===== src/sv/ale_pkg.sv =====
// ----------------------------------------------------------------------------
// ale_pkg
// shared constants, codes and types of the array list engine
// ----------------------------------------------------------------------------
package ale_pkg;

    localparam int DEPTH  = 128;
    localparam int IDX_W  = $clog2(DEPTH);
    localparam int CNT_W  = 8;
    localparam int POS_W  = 8;
    localparam int DATA_W = 32;
    localparam int FIDX_W = 7;
    localparam int ACT_W  = 3;
    localparam int STAT_W = 2;

    typedef enum logic [ACT_W-1:0] {
        ACT_INSERT  = 3'd0,
        ACT_DEL_POS = 3'd1,
        ACT_DEL_VAL = 3'd2,
        ACT_SEARCH  = 3'd3,
        ACT_UPDATE  = 3'd4,
        ACT_READ    = 3'd5
    } action_t;

    typedef enum logic [STAT_W-1:0] {
        ST_OK        = 2'd0,
        ST_FULL      = 2'd1,
        ST_BAD_POS   = 2'd2,
        ST_NOT_FOUND = 2'd3
    } status_t;

    typedef enum logic [2:0] {
        S_IDLE,
        S_UP,
        S_PUT,
        S_DOWN,
        S_SCAN,
        S_RDWAIT,
        S_DONE
    } fsm_t;

    // one write port and one read port of the entry store
    typedef struct packed {
        logic              we;
        logic [IDX_W-1:0]  waddr;
        logic [DATA_W-1:0] wdata;
        logic              re;
        logic [IDX_W-1:0]  raddr;
    } mem_req_t;

endpackage


===== src/sv/ale_store.sv =====
// ----------------------------------------------------------------------------
// ale_store
// entry store: one write port, one read port, registered read data
// ----------------------------------------------------------------------------
module ale_store
    import ale_pkg::*;
(
    input  logic              clk,
    input  mem_req_t          req,
    output logic [DATA_W-1:0] rdata
);

    logic [DATA_W-1:0] mem [DEPTH];
    logic [DATA_W-1:0] rdata_reg;

    always_ff @(posedge clk)
    begin
        if (req.we)
        begin
            mem[req.waddr] <= req.wdata;
        end
    end

    always_ff @(posedge clk)
    begin
        if (req.re)
        begin
            rdata_reg <= mem[req.raddr];
        end
    end

    assign rdata = rdata_reg;

endmodule


===== config.mk =====
export PLATFORM = sky130hd
export DESIGN_NAME = ale_store
export DESIGN_NICKNAME = d
export VERILOG_FILES = /design/src/sv/ale_pkg.sv /design/src/sv/ale_store.sv
export SDC_FILE = /design/constraint.sdc
export NUM_CORES = 2
export LEC_CHECK = 0
export BUFFER_PORTS_ARGS = -buffer_cell sky130_fd_sc_hd__clkbuf_2
export CAP_MARGIN = 5
export CORE_MARGIN = 4
export CORE_UTILIZATION = 30
export CTS_BUF_LIST = sky130_fd_sc_hd__clkbuf_8
export DETAILED_ROUTE_END_ITERATION = 12
export PLACE_DENSITY = 0.47
export SLEW_MARGIN = 20
export SYNTH_ARGS = -nofsm -noshare
export SYNTH_HDL_FRONTEND = slang
export SYNTH_SLANG_ARGS = --single-unit

===== constraint.sdc =====
create_clock -name clk -period 3.9 [get_ports clk]
set_input_delay 0.195 -clock clk [delete_from_list [all_inputs] [get_ports clk]]
set_output_delay 0.195 -clock clk [all_outputs]
set_load 0.01 [all_outputs]

# Word-level counts from Yosys, hierarchy flattened
# Memory sizes are Yosys's and may differ from the RTL's. A register that Yosys moved wholly into a read port is not among the register bits.
# Index checks and enable logic that the tools add are counted.
[op_classes] n_addsub=0 n_mul=0 n_div=0 order_cmp=0 eq_ne=0 shifts=0 n_mux=2 bitwise=0 reduce_logical=0
[op_table] cell="1-bit 2-to-1 mux" count=2
[word_totals] reg_bits=0 latch_bits=0 ramBits=4096 rom_bits=0 input_bits=49 wordCells=3 memories=1
[mem_list] memory="mem" words=128 width=32 rd=1 rd_clocked_by_memory_dff=1 write_ports=1 line_no="ale_store.sv:13" source="logic [DATA_W-1:0] mem [DEPTH];"

# Logic depth before layout (Yosys ltp)
[logic_depth] word_depth=2 mapped_depth=8 depth_no_buf=4

# Least setup slack after synthesis
# OpenSTA, ideal clock, no wires.
[synth_timing] path_kind="input-to-reg" startpoint="input port req[47] in the netlist's numbering" endpoint="memory mem[98][0], enable pin" setup_ps=461 arrival_time_ps=2973 t_required_ps=3439 setup_slack_ps=466 cell_stages=3 n_path_buf=1 cell_sequence="clkbuf_1 -> nand4_1 -> nor3_1"
[synth_between] elab_chain_len=2
[synth_rtl] item="start, declared" line_no="ale_store.sv:9" source="input mem_req_t req,"
[synth_rtl] item="1-bit 2-to-1 mux" line_no="ale_store.sv:18" source="if (req.we)"
[synth_rtl] item="1-bit 2-to-1 mux (implied by the code)" line_no="ale_store.sv:20" source="mem[req.waddr] <= req.wdata;"
[synth_rtl] item="end, declared" line_no="ale_store.sv:13"
# No other way between the ends.

==> run summary <==
Status: complete, no violations
Area growth syn-to-layout: 17.18%
Fin crit period: 3.110 ns
RSZ-0062 raised after global routing: no
Worst Setup Slack, final: 0.7896 ns
Setup TNS Final: 0 ns
Final Max Slew Viols: 0
Worst Max-Slew Pin Slew: 1.232 ns
Peak VDD IR: 0.0003245 V
WL per Instance: 33.92 um
FMAX: 0.3215 GHz
Core Area: 0.5206 mm2
Syn Nets: 6039
H-tree depth: 6
CP Max Fanout: 1
Crit path max-delay family: multiplexers
Global Route met3 Usage: 3.101%
Total grt overflow: 0
Cell area after layout: 0.1835 mm2
Initial antenna violation count: 85
Max incr delay on CP: 0.65 ns
Hold WS: 0.1273 ns
Synth cell types: 16
Commonest non-fill, non-tap cell in the layout: edfxtp_1
Global route hottest layer: met2
Layout fillers: 47.89k
Design Power: 88.66 mW
Clk slew on worst S/H paths: 0.06 ns
Most used cell, CP: mux4_2
First-pass GRT wire length: 658000 um
Post-Syn Area per Cell: 26.14 um2
CTS tree: built
Final Skew: 0.05053 ns
FP Rows: 265
Most frequent cells in the layout: edfxtp_1 (4128), mux4_2 (1344), clkbuf_8 (681)
DRT antenna net count: 0
Final WL: 487900 um
Placed Area: 0.1710 mm2
Critical Path Sink Type: flop
Final setup violation count: 0
Met1 usage: 24.84%
Post-synthesis sequential area ratio: 79.16%
Syn. warnings: 0
Slew margin rel.: 17.86%
Setup CP Type: flop to flop
Final period util: 79.75%
Critical path data arrival time: 4.08 ns
Hold path depth: 2
Final net count: 6957
Gr usage total: 18.01%
P per Cell Area: 483.2 mW/mm2
Slowest cell on the critical path: mux4_2
CTS Sinks: 4128
Leak: 56.27 nW
Global Route met2 Usage: 29.61%
DR iter-0 viols: 9379
Startpoint Class: flop
R2r setup slk: 0.79 ns
Die Area: 0.5336 mm2
Vias: 73.78k
Chip height: 730.5 um
Final Hold Viols: 0
Skew-Pair Late Insertion Delay: 1.24 ns
Crit path depth: 5
Die width: 730.5 um
Port bufs: 80
Flip-flop count of the largest register after layout: 4096
MaxCap Viol Count: 0
First-pass DRT Iterations: 5
Starting Density: 30.08%
Vias in the first global route: 76.35k
Largest net degree at the start of global routing: 129
GPL Wtd Cong: 0.7808
Mapped Cells: 5990
Buf/Inv on CP: 1
Pre-CTS WS: 0.04913 ns
Clock buffers created by TritonCTS: 667
DP Wirelength: 276600 um
Layout cells sized above 1: 37.84%
Top Ports: 81
Post-CTS setup buffer count: 0
#FFs+latches synth: 4128
Critical path, cell by cell: mux4_2 -> mux4_2 -> mux4_2 -> mux2_2 -> dlygate4sd3_1
Req. time, crit path: 4.87 ns
HP Class: input pin to flop
Length in cells of the worst reg-to-reg path: 5
Clk root buf: clkbuf_8
Via-per-instance ratio: 5.130
Mapped cell area: 0.1566 mm2
Number of remaining DRC errors: 0
CTS max path bufs: 4
-- path summary, 6_finish.rpt --
kind / start / end
setup / recovery: mem[55][5] / rdata[5]
hold / removal: req[23] / mem[10][15]
setup reg to reg: mem[55][5] / rdata[5]
hold reg to reg: mem[94][2] / rdata[2]
-- repair_timing --
| item | in CTS | in global routing |
|---|---|---|
| resized for setup | 0 | 0 |
| hold buffers | 61 | 0 |
| setup endpoints to repair | 0 | 0 |
| hold endpoints to repair | 5651 | 0 |
-- final cells by class --
type | instances | area [um2] | area share, %
diodes | 29 | 72.57 | 0.03955
well taps | 6942 | 8686 | 4.733
clock inverters | 490 | 2435 | 1.327
multi-input cells | 1546 | 32290 | 17.60
flip-flops and latches | 4128 | 124000 | 67.55
clock buffers | 681 | 9373 | 5.108
repair buffers | 565 | 6685 | 3.643
-- synth_stat cells --
cell | count | area share [%]
nand4_1 | 3 | 0.012
edfxtp_1 | 4128 | 79
mux4_2 | 1344 | 19
buf_4 | 3 | 0.014
buf_1 | 50 | 0.12
buf_6 | 2 | 0.014
mux2_2 | 32 | 0.23
nand2b_1 | 2 | 0.0080
clkbuf_1 | 182 | 0.44
nor2_1 | 122 | 0.29
nor2b_1 | 7 | 0.028
nor3_1 | 9 | 0.029
buf_2 | 79 | 0.25
nand2_1 | 14 | 0.034
nand3_1 | 12 | 0.038
or3_1 | 1 | 0.0040
-- per-layer routing --
layer | vias up | wire [um] | part of all wire (%)
li1 | 28424 | - | -
met3 | 695 | 33030 | 6.8
met4 | 28 | 12240 | 2.5
met5 | - | 163 | 0.033
met2 | 2948 | 237800 | 49
met1 | 41686 | 204600 | 42
-- through the flow --
stage,utilization (%),instances
final,35.25,14381
after global routing,35.24,14364
after CTS,35.23,14351
after detailed placement,32.84,13119
after global placement,32.84,13118
after floorplan,-,5990
-- logic make-up after synthesis --
group / count (synthesis) / share of synthesized area (%)
flip-flops: 4128 / 79.16
AND/OR/NAND/NOR: 170 / 0.4450
buffers and inverters: 316 / 0.8373
multiplexers: 1376 / 19.56
-- where the power goes --
group	switching (mW)	total, mW	internal, mW
Combinational	3.22	5.22	2.00
Sequential	0.176	49.2	49.1
Clock	17.4	34.2	16.8
-- worst register-to-register path: cells and delay by family (launching register included) --
| family | cells | cell delay [ns] |
|---|---|---|
| buffers and inverters | 1 | 0.55 |
| muxes | 4 | 1.96 |
| DFF | 1 | 0.36 |
No activity file was read; power rests on OpenSTA's default activity.
